`config.mk`:
```
export PLATFORM = sky130hd
export DESIGN_NAME = console_line_editor
export DESIGN_NICKNAME = d
export VERILOG_FILES = /design/src/rtl/cle_pkg.sv /design/src/rtl/cle_ram.sv /design/src/rtl/cle_decode.sv /design/src/rtl/console_line_editor.sv
export SDC_FILE = /design/constraint.sdc
export NUM_CORES = 1
export LEC_CHECK = 0
export BUFFER_PORTS_ARGS = -buffer_cell sky130_fd_sc_hd__buf_2
export CAP_MARGIN = 10
export CORE_MARGIN = 4
export CORE_UTILIZATION = 34
export DETAILED_ROUTE_END_ITERATION = 10
export MAX_ROUTING_LAYER = met4
export SLEW_MARGIN = 25
export SYNTH_ARGS = -nofsm -noshare
export SYNTH_HDL_FRONTEND = slang
export SYNTH_SLANG_ARGS = --single-unit
```
`constraint.sdc`:
```
create_clock -name clk -period 5.7 [get_ports clk]
set_clock_uncertainty 0.15 [all_clocks]
set_input_delay 1.71 -clock clk [delete_from_list [all_inputs] [get_ports clk]]
set_output_delay 1.71 -clock clk [all_outputs]
set_load 0.01 [all_outputs]
```
`src/rtl/cle_pkg.sv`:
```
// Types, constants and codes shared by the console line editor modules.
package cle_pkg;

  localparam int LINE_BUFFER_SIZE_DEF = 128;
  localparam int READ_INDEX_W         = 7;
  localparam int LINE_LEN_W           = 7;
  localparam int MAX_READ_DEPTH       = 2 ** READ_INDEX_W;

  localparam int ADDR_W               = 3;
  localparam logic REG_ECHO_ENABLE    = 1'b0;

  localparam logic ACT_RECEIVE        = 1'b0;
  localparam logic ACT_READ           = 1'b1;

  localparam logic [1:0] KIND_ECHO    = 2'd0;
  localparam logic [1:0] KIND_DONE    = 2'd1;
  localparam logic [1:0] KIND_READ    = 2'd2;

  localparam logic [7:0] CH_NUL       = 8'd0;
  localparam logic [7:0] CH_BEL       = 8'd7;
  localparam logic [7:0] CH_BS        = 8'd8;
  localparam logic [7:0] CH_LF        = 8'd10;
  localparam logic [7:0] CH_CR        = 8'd13;
  localparam logic [7:0] CH_SPACE     = 8'd32;
  localparam logic [7:0] CH_DEL       = 8'd127;

  typedef struct packed {
    logic                    action;
    logic [7:0]              rx_byte;
    logic [READ_INDEX_W-1:0] read_index;
  } in_item_t;

  typedef struct packed {
    logic [1:0]            kind;
    logic [7:0]            data_byte;
    logic [LINE_LEN_W-1:0] line_length;
    logic                  last;
  } out_item_t;

  // Which result sequence an item produces.
  typedef enum logic [2:0] {
    GRP_CR_ECHO,
    GRP_CR,
    GRP_BS,
    GRP_ECHO,
    GRP_READ
  } grp_t;

  typedef enum logic [1:0] {
    FILL_HOLD,
    FILL_INC,
    FILL_DEC,
    FILL_CLR
  } fill_op_t;

  typedef struct packed {
    grp_t       grp;
    logic       has_result;
    logic       store_wr;
    fill_op_t   fill_op;
    logic [7:0] echo_byte;
  } dec_t;

endpackage

```
`src/rtl/cle_ram.sv`:
```
// Generic single-write, single-read RAM with registered read data.
module cle_ram #(
  parameter int WIDTH = 8,
  parameter int DEPTH = 128
) (
  input  logic                     clk,
  input  logic                     we,
  input  logic [$clog2(DEPTH)-1:0] waddr,
  input  logic [WIDTH-1:0]         wdata,
  input  logic                     re,
  input  logic [$clog2(DEPTH)-1:0] raddr,
  output logic [WIDTH-1:0]         rdata
);

  logic [WIDTH-1:0] mem [DEPTH];

  always_ff @(posedge clk) begin
    if (we) begin
      mem[waddr] <= wdata;
    end
    if (re) begin
      rdata <= mem[raddr];
    end
  end

endmodule

```
`src/rtl/cle_decode.sv`:
```
// Classifies one item against the current line fill and echo setting.
module cle_decode #(
  parameter int LINE_BUFFER_SIZE = cle_pkg::LINE_BUFFER_SIZE_DEF
) (
  input  cle_pkg::in_item_t                   item,
  input  logic [$clog2(LINE_BUFFER_SIZE)-1:0] fill,
  input  logic                                echo,
  output cle_pkg::dec_t                       dec
);

  localparam int FILL_W = $clog2(LINE_BUFFER_SIZE);

  logic room;
  logic empty;

  assign room  = fill < FILL_W'(LINE_BUFFER_SIZE - 1);
  assign empty = fill == '0;

  always_comb begin
    dec            = '0;
    dec.grp        = cle_pkg::GRP_ECHO;
    dec.fill_op    = cle_pkg::FILL_HOLD;
    dec.echo_byte  = item.rx_byte;
    if (item.action == cle_pkg::ACT_READ) begin
      dec.grp        = cle_pkg::GRP_READ;
      dec.has_result = 1'b1;
    end else begin
      case (item.rx_byte)
        cle_pkg::CH_CR: begin
          dec.grp        = echo ? cle_pkg::GRP_CR_ECHO : cle_pkg::GRP_CR;
          dec.has_result = 1'b1;
          dec.fill_op    = cle_pkg::FILL_CLR;
        end
        cle_pkg::CH_BS, cle_pkg::CH_DEL: begin
          dec.grp = cle_pkg::GRP_BS;
          if (!empty) begin
            dec.fill_op    = cle_pkg::FILL_DEC;
            dec.has_result = echo;
          end
        end
        cle_pkg::CH_LF, cle_pkg::CH_NUL: begin
          dec.has_result = 1'b0;
        end
        default: begin
          dec.has_result = echo;
          if (room) begin
            dec.store_wr = 1'b1;
            dec.fill_op  = cle_pkg::FILL_INC;
          end else begin
            dec.echo_byte = cle_pkg::CH_BEL;
          end
        end
      endcase
    end
  end

endmodule

```
`src/rtl/console_line_editor.sv`:
```
// Top level of the console line editor: item pipeline, line store and APB register.
//
//   Channel | Direction | Handshake        | Payload
//   in_     | input     | in_valid/ready   | in_data  (action, rx_byte, read_index)
//   out_    | output    | out_valid/ready  | out_data (kind, data_byte, line_length, last)
//   APB     | input     | psel/penable     | paddr, pwdata, prdata (echo_enable)
//
// An item is held in the input register, then is decoded and, if it has results,
// loaded into the group register; its results leave through the output register
// one per cycle while out_ready allows. An item has one to three results, or none,
// and all of them leave through the single output port.
// Reset is synchronous and active low; the line store needs no clearing pass because
// a valid bit per entry makes unwritten entries read as zero.
// Stalls on out_ready back up through the group and input registers to in_ready.
module console_line_editor #(
  parameter int LINE_BUFFER_SIZE = cle_pkg::LINE_BUFFER_SIZE_DEF
) (
  input  logic                          clk,
  input  logic                          rst_n,

  input  logic                          in_valid,
  output logic                          in_ready,
  input  cle_pkg::in_item_t             in_data,

  output logic                          out_valid,
  input  logic                          out_ready,
  output cle_pkg::out_item_t            out_data,

  input  logic                          psel,
  input  logic                          penable,
  input  logic                          pwrite,
  input  logic [cle_pkg::ADDR_W-1:0]    paddr,
  input  logic [31:0]                   pwdata,
  output logic [31:0]                   prdata,
  output logic                          pready
);

  // Only the first 128 positions can ever be read back, so the store stops there.
  localparam int FILL_W      = $clog2(LINE_BUFFER_SIZE);
  localparam int STORE_DEPTH = (LINE_BUFFER_SIZE < cle_pkg::MAX_READ_DEPTH) ?
                               LINE_BUFFER_SIZE : cle_pkg::MAX_READ_DEPTH;
  localparam int STORE_AW    = $clog2(STORE_DEPTH);
  localparam int LEN_W       = cle_pkg::LINE_LEN_W;
  localparam int IDX_W       = cle_pkg::READ_INDEX_W;

  // Configuration register. The word index is paddr[2]; byte lanes are ignored.
  logic echo_r;
  logic cfg_wr;

  assign pready = 1'b1;
  assign cfg_wr = psel && penable && pwrite && pready &&
                  (paddr[2] == cle_pkg::REG_ECHO_ENABLE);

  always_ff @(posedge clk) begin
    if (!rst_n) begin
      echo_r <= 1'b0;
    end else if (cfg_wr) begin
      echo_r <= pwdata[0];
    end
  end

  always_comb begin
    prdata = '0;
    if (paddr[2] == cle_pkg::REG_ECHO_ENABLE) begin
      prdata[0] = echo_r;
    end
  end

  // Input register.
  logic              s1_valid_r;
  cle_pkg::in_item_t s1_item_r;
  logic              s1_adv;

  assign in_ready = !s1_valid_r || s1_adv;

  always_ff @(posedge clk) begin
    if (!rst_n) begin
      s1_valid_r <= 1'b0;
    end else if (in_ready) begin
      s1_valid_r <= in_valid;
    end
  end

  always_ff @(posedge clk) begin
    if (in_valid && in_ready) begin
      s1_item_r <= in_data;
    end
  end

  // Decode against the live fill count. The fill count moves when the item
  // leaves the input register, so the next item always sees it up to date.
  logic [FILL_W-1:0] fill_r;
  logic [FILL_W-1:0] fill_nxt;
  cle_pkg::dec_t     dec;

  cle_decode #(
    .LINE_BUFFER_SIZE(LINE_BUFFER_SIZE)
  ) u_decode (
    .item (s1_item_r),
    .fill (fill_r),
    .echo (echo_r),
    .dec  (dec)
  );

  logic s2_valid_r;
  logic s2_free;
  logic s2_done;

  assign s1_adv = s1_valid_r && (!dec.has_result || s2_free);

  always_comb begin
    case (dec.fill_op)
      cle_pkg::FILL_INC: fill_nxt = fill_r + FILL_W'(1);
      cle_pkg::FILL_DEC: fill_nxt = fill_r - FILL_W'(1);
      cle_pkg::FILL_CLR: fill_nxt = '0;
      default:           fill_nxt = fill_r;
    endcase
  end

  always_ff @(posedge clk) begin
    if (!rst_n) begin
      fill_r <= '0;
    end else if (s1_adv) begin
      fill_r <= fill_nxt;
    end
  end

  // Line store with a valid bit per entry; a never-written entry reads as zero.
  logic [STORE_DEPTH-1:0] valid_r;
  logic                   wr_in_store;
  logic                   ram_we;
  logic                   ram_re;
  logic [STORE_AW-1:0]    ram_waddr;
  logic [STORE_AW-1:0]    ram_raddr;
  logic [7:0]             ram_rdata;
  logic                   idx_in_store;
  logic                   rd_ok;
  logic [IDX_W-1:0]       rd_idx;

  assign wr_in_store  = {1'b0, fill_r} < (FILL_W + 1)'(STORE_DEPTH);
  assign ram_waddr    = fill_r[STORE_AW-1:0];
  assign ram_we       = s1_adv && dec.store_wr && wr_in_store;

  assign rd_idx       = s1_item_r.read_index;
  assign idx_in_store = {1'b0, rd_idx} < (IDX_W + 1)'(STORE_DEPTH);
  assign ram_raddr    = rd_idx[STORE_AW-1:0];
  assign ram_re       = s1_adv && (dec.grp == cle_pkg::GRP_READ);
  assign rd_ok        = idx_in_store && valid_r[ram_raddr];

  always_ff @(posedge clk) begin
    if (!rst_n) begin
      valid_r <= '0;
    end else if (ram_we) begin
      valid_r[ram_waddr] <= 1'b1;
    end
  end

  cle_ram #(
    .WIDTH (8),
    .DEPTH (STORE_DEPTH)
  ) u_store (
    .clk   (clk),
    .we    (ram_we),
    .waddr (ram_waddr),
    .wdata (s1_item_r.rx_byte),
    .re    (ram_re),
    .raddr (ram_raddr),
    .rdata (ram_rdata)
  );

  // Group register: holds one item's result sequence while it drains. The
  // store's read data register is only reloaded when a new group enters, so
  // it stays put for as long as the read group waits here.
  cle_pkg::grp_t       s2_grp_r;
  logic [7:0]          s2_byte_r;
  logic [LEN_W-1:0]    s2_len_r;
  logic                s2_rdok_r;
  logic [1:0]          pos_r;
  logic                out_valid_r;
  cle_pkg::out_item_t  out_data_r;
  cle_pkg::out_item_t  res;
  logic                out_load;

  assign out_load = s2_valid_r && (!out_valid_r || out_ready);
  assign s2_done  = out_load && res.last;
  assign s2_free  = !s2_valid_r || s2_done;

  always_ff @(posedge clk) begin
    if (!rst_n) begin
      s2_valid_r <= 1'b0;
      pos_r      <= '0;
    end else if (s1_adv && dec.has_result) begin
      s2_valid_r <= 1'b1;
      pos_r      <= '0;
    end else if (s2_done) begin
      s2_valid_r <= 1'b0;
    end else if (out_load) begin
      pos_r <= pos_r + 2'd1;
    end
  end

  always_ff @(posedge clk) begin
    if (s1_adv && dec.has_result) begin
      s2_grp_r  <= dec.grp;
      s2_byte_r <= dec.echo_byte;
      s2_len_r  <= LEN_W'(fill_r);
      s2_rdok_r <= rd_ok;
    end
  end

  // The result at the current position of the group.
  always_comb begin
    res      = '0;
    res.kind = cle_pkg::KIND_ECHO;
    case (s2_grp_r)
      cle_pkg::GRP_CR_ECHO: begin
        case (pos_r)
          2'd0: res.data_byte = cle_pkg::CH_CR;
          2'd1: res.data_byte = cle_pkg::CH_LF;
          default: begin
            res.kind        = cle_pkg::KIND_DONE;
            res.line_length = s2_len_r;
            res.last        = 1'b1;
          end
        endcase
      end
      cle_pkg::GRP_CR: begin
        res.kind        = cle_pkg::KIND_DONE;
        res.line_length = s2_len_r;
        res.last        = 1'b1;
      end
      cle_pkg::GRP_BS: begin
        case (pos_r)
          2'd1:    res.data_byte = cle_pkg::CH_SPACE;
          2'd2: begin
            res.data_byte = cle_pkg::CH_BS;
            res.last      = 1'b1;
          end
          default: res.data_byte = cle_pkg::CH_BS;
        endcase
      end
      cle_pkg::GRP_READ: begin
        res.kind      = cle_pkg::KIND_READ;
        res.data_byte = s2_rdok_r ? ram_rdata : 8'd0;
        res.last      = 1'b1;
      end
      default: begin
        res.data_byte = s2_byte_r;
        res.last      = 1'b1;
      end
    endcase
  end

  // Output register.
  always_ff @(posedge clk) begin
    if (!rst_n) begin
      out_valid_r <= 1'b0;
    end else if (out_load) begin
      out_valid_r <= 1'b1;
    end else if (out_ready) begin
      out_valid_r <= 1'b0;
    end
  end

  always_ff @(posedge clk) begin
    if (out_load) begin
      out_data_r <= res;
    end
  end

  assign out_valid = out_valid_r;
  assign out_data  = out_data_r;

endmodule

```
### After elaboration in Yosys (flattened, before gate mapping)

Memory sizes are Yosys's and may differ from the RTL's. A register that Yosys moved wholly into a read port is not among the register bits.
Cells that the tools add are included.
W data, S select, Z words.

* reductions and logical operators: 33
* equality and inequality tests: 13
* multiplexer cells: 34
* bitwise operators: 4
* add/sub/neg operators: 3
* magnitude comparators: 4

Operators by type and width (count)
* $or A128 B128 Y128: 1
* $mux W8: 4
* $pmux W8 S4: 1
* $eq A8 B4 Y1 const B: 3
* $pmux W7 S3: 1
* $lt A7 B8 Y1 const B: 2
* $mux W1: 14
* $pmux W7 S2: 1
* $pmux W2 S3: 2
* $logic_and A1 B1 Y1: 11
* $mux W11: 1
* $eq A8 B7 Y1 const B: 1
* $logic_not A8 Y1: 1
* $pmux W4 S2: 1
* $reduce_or A2 Y1: 4
* $add A7 B1 Y7 const B: 1
* $bmux W1 S7: 1
* $demux W1 S7: 1
* $ge A7 B1 Y1 const B: 1
* $logic_not A7 Y1: 1
* $lt A7 B7 Y1 const B: 1
* $sub A7 B1 Y7 const B: 1
* $eq A2 B2 Y1 const B: 3
* $eq A3 B3 Y1 const B: 2
* 20 further kinds: 31

* memory bits (writable): 1024
* register bits: 194
* memories: 1
* logic and storage cells: 110
* bits of input ports: 58

Memory list
* u_store.mem: depth 128, width 8, read ports 1, clocked after Yosys merged registers in 1, wr ports 1, RTL line cle_ram.sv:15 `logic [WIDTH-1:0] mem [DEPTH];`

### Logic depth before layout (Yosys ltp)

* word-level depth: 11
* gate-level depth with buffers: 12

### Hierarchy

From an unflattened synthesis, not the netlist that was laid out.

* cell total of the unflattened synthesis: 2446
* area total of the unflattened synthesis: 48373.9 µm²

Modules (own cells, without submodules)
* cle_ram: area an instance 39745.6 µm², cells each 1635, instances 1, seq. area each 30989.7 µm²
* console_line_editor: area an instance 8356.8 µm², cells each 769, instances 1, seq. area each 4414.2 µm²
* cle_decode: area an instance 271.5 µm², cells each 42, instances 1, seq. area each 0.0 µm²

### Worst setup path after synthesis

No wires, ideal clock.

* kind: reg2out
* start point: reg s1_item_r[8] in the netlist's numbering
* end point: out in_ready
* setup slack: 0.732 ns
* arrival: 3.108 ns
* data required time: 3.840 ns
* buffers on the path: 1
* stages on the path, launching flop included: 7
* cells stage by stage: edfxtp_1 -> buf_2 -> and4_1 -> a22o_1 -> a22oi_1 -> o21ai_0 -> nand3_1

* cells in the longest elaborated chain, start to end: 8
* elaborated cells between the ends (all ways): 13
* those cells by class: eq/ne (4); mux (2); reduce/logical (7)

RTL lines
* from (decl): RTL line console_line_editor.sv:71 `cle_pkg::in_item_t s1_item_r;`
* from (signal assigned): RTL line console_line_editor.sv:86 `s1_item_r <= in_data;`
* $eq A8 B4 Y1 (tied with other cells): RTL line cle_decode.sv:28 `case (item.rx_byte)`
* $reduce_or A2 Y1
* $pmux W1 S3 *: RTL line cle_decode.sv:28
* $mux W4 *: RTL line cle_decode.sv:24 `if (item.action == cle_pkg::ACT_READ) begin`
* $logic_not A1 Y1 *: RTL line console_line_editor.sv:109 `assign s1_adv = s1_valid_r && (!dec.has_result || s2_free);`
* $logic_or A1 B1 Y1 *: RTL line console_line_editor.sv:109
* $logic_and A1 B1 Y1 *: RTL line console_line_editor.sv:109
* $logic_or A1 B1 Y1 *: RTL line console_line_editor.sv:74 `assign in_ready = !s1_valid_r || s1_adv;`
* to (decl): RTL line console_line_editor.sv:22 `output logic in_ready,`

Mark *: on every way between the ends. The rest lies on a longest branch, timed or not.

### Final worst setup path

* start point: reg s1_item_r[11] in the netlist's numbering
* end point: out in_ready

Same word-level chain as after synthesis.

==> summary.txt <==
Outcome
  • Outcome: finished, final reports clean

Die
  • Core footprint: 142,000 um2
  • Chip Width: 387 um
  • Io pins: around 110
  • Die area: around 150,000 um2
  • Die Y: 387 um
  • Row count: between 100 and 150
  • Initial Util: 34.4%

Synthesis
  • Top cells by area, synth: edfxtp_1 (67%), mux4_2 (12%), dfxtp_1 (5.8%)
  • Synth Instances: between 2k and 3k
  • Post-synth design cell area: around 49,000 um2
  • Post-Syn Area per Cell: between 15 and 20 um2
  • Area leader, netlist: edfxtp_1
  • Top-count cell post-synth: edfxtp_1
  • Synth cell types: slightly below 70
  • Top cell type's share of synthesized area: 66.6%
  • Register area share after synthesis: between 70% and 80%
  • Commonest register cell after synthesis: edfxtp_1
  • Post-synth EDFFs: around 1.1k
  • Total number of yosys warnings: 0
  • Yosys reg bits: around 1.2k
  • Commonest cells post-synth: edfxtp_1 (1,085), mux4_2 (252), dfxtp_1 (141)
  • Asr flop ratio synth: 0%

Critical path
  • Max FO, Critical Path: 20
  • Arrival @ worst endpoint: around 3200 ps
  • Crit Path Category: flop to output pin
  • CP Capture Type: output pin
  • CP startpoint kind: flop
  • Worst EP required: 3840 ps

CTS
  • H-tree depth: 3
  • Root buffer cell: clkbuf_16
  • Hold_buf cts: 0
  • Clk slew on worst S/H paths: approximately 60 ps
  • Worst-Skew Late Latency: 710 ps
  • Post-cts sizing count: 0
  • Clk sink count: ~1.2k
  • Setup Fix Bufs, Post-CTS: 0
  • CTS tree: yes
  • CTS buffer count: between 100 and 150
  • Max Buffers Root-to-Sink: 3

Detailed routing
  • Vias per Instance: between 5 and 6
  • Final antenna-violating net count: 0
  • Starting DRT DRC Count: between 2k and 3k
  • Via count: approximately 26k
  • Wire per inst: 24.7 um
  • First drt pass iteration count: 6
  • Routed wire length: between 100,000 and 150,000 um
  • Drc violations: 0

Global routing
  • Gr usage total: between 10% and 20%
  • Largest net degree at the start of global routing: about 100
  • Overflow after GRT: 0
  • Vias in the first global route: 25.6k
  • Initial antenna violation count: 0
  • First-pass GRT wire length: roughly 180,000 um

Layout
  • Antenna Cells: 0
  • P&R area growth vs syn: 15.2%
  • Area occupied by multi-input gates: 12,700 um2
  • Register Area: around 35,000 um2
  • Share of layout cells above drive strength 1: 24.9%
  • Non-filler cells, final: 4,824
  • Fillers: between 10k and 15k
  • Layout Nets: 2,898

Hold path
  • Min-Delay Path Class: flop to flop

Timing
  • Slew headroom: 29.0%
  • Final hold violations: 0
  • Worst-margin pin slew: around 1100 ps
  • Crit share post-route: between 80% and 90%
  • Final setup viols: 0
  • RSZ-0062 raised after global routing: no
  • Fmax achieved: 197 MHz
  • Post-route setup TNS: 0 ps
  • Final slew viol count: 0
  • Post-route minimum period: 5070 ps

Placement
  • Port buffer count: 45
  • RD Place Congestion: ~0.86
  • # placed instances: about 4.6k
  • Final HPWL from detailed placement: 74,400 um

Power and ir drop
  • VDD IR max: around 0.29 mV
  • Pwr/cell area: around 340 nW/um2
  • Pleak: around 18 nW

Job
  • Max Cap Viol: 0
[layer usage]
layer  GRT usage [%]  routed length [um]
met1            22.1               51600
met2            25.1               56800
met5               -                   0
met4            3.95                2610
met3            2.80                8160
[final timing paths]
check	from	to	slack, ps	depth (start not counted)
setup / recovery	s1_item_r[11]	in_ready	630	6
hold / removal	valid_r[11]	valid_r[11]	310	1
setup reg to reg	s1_item_r[10]	fill_r[6]	1460	12
hold reg to reg	valid_r[11]	valid_r[11]	310	1
[logic make-up after synthesis]
| family | after synthesis | share of synthesized area [%] |
|---|---|---|
| buf+inv | 229 | 2.43 |
| xor+xnor | 5 | 0.0896 |
| other cells | 2 | 0.0154 |
| mux | 367 | 14.0 |
| fa+ha+maj | 11 | 0.297 |
| simple gates | 458 | 5.17 |
| compound gates | 380 | 5.63 |
| flops | 1226 | 72.4 |
[final cells by class]
class	count	area share (%)
well taps	1890	4.20
flip-flops and latches	1226	62.9
repair buffers	207	2.91
clock buffers	141	5.60
inverters	14	0.100
clock inverters	85	1.73
multi-input cells	1261	22.6
[worst max-delay path, cell delays in order (launching register included)]
cell      delay, ps
edfxtp_1        720
or4_4           690
o21ai_2         270
inv_1           130
o21ai_0         270
nand3_1         220
buf_2           190
[stage by stage]
stage | hold WS, ps | setup WS (ps) | util, % | instance area [um2] | total power, mW
finish | 313 | 628 | 39.6 | 56300 | 18.9
global route | 326 | 387 | 39.6 | 56300 | 19.5
CTS | 313 | 612 | 39.5 | 56300 | 19.1
detailed placement | 298 | 1110 | 36.6 | 52100 | 10.9
global placement | 291 | 1110 | 36.6 | 52100 | 10.9
floorplan | 274 | 732 | - | 49000 | 10.6
[power breakdown]
group          internal [mW]  switching (mW)  leakage (nW)
clock network           4.86            3.40          2.04
registers               9.79          0.0374          10.9
logic                  0.290           0.559          5.16
total                   14.9            4.00          18.1
[flip-flops by register name, indices dropped and copies added, names as in the netlist, 2 cells and up]
signal         flops
u_store.rdata      8
s1_item_r          9
ram_raddr          7
u_store.mem     1024
out_data          18
s2_byte_r          8
valid_r          128
pos_r              2
s2_grp_r           3
s2_len_r           7
fill_r             7
[layout by cell type (no fill, tap or decap), types with 15 or more instances in the layout]
cell       instances
nor3_1            62
nor3_2            28
conb_1            40
nor4_1            17
buf_2             44
nand3_1           90
a221o_1           37
o21ai_0           42
nor2_1            71
edfxtp_1        1085
clkbuf_1          16
clkinv_2          33
and3_1            43
and2_1            15
nand2b_1          15
dfxtp_1          141
buf_4            146
clkbuf_16        122
bufinv_16         20
nand2_1           47
a21oi_1           75
a221oi_1          36
o211ai_1          27
o21a_1           130
nor4_2            25
mux2i_1          114
clkinv_1          20
mux4_2           252
Power figures use the tool's default switching activity.
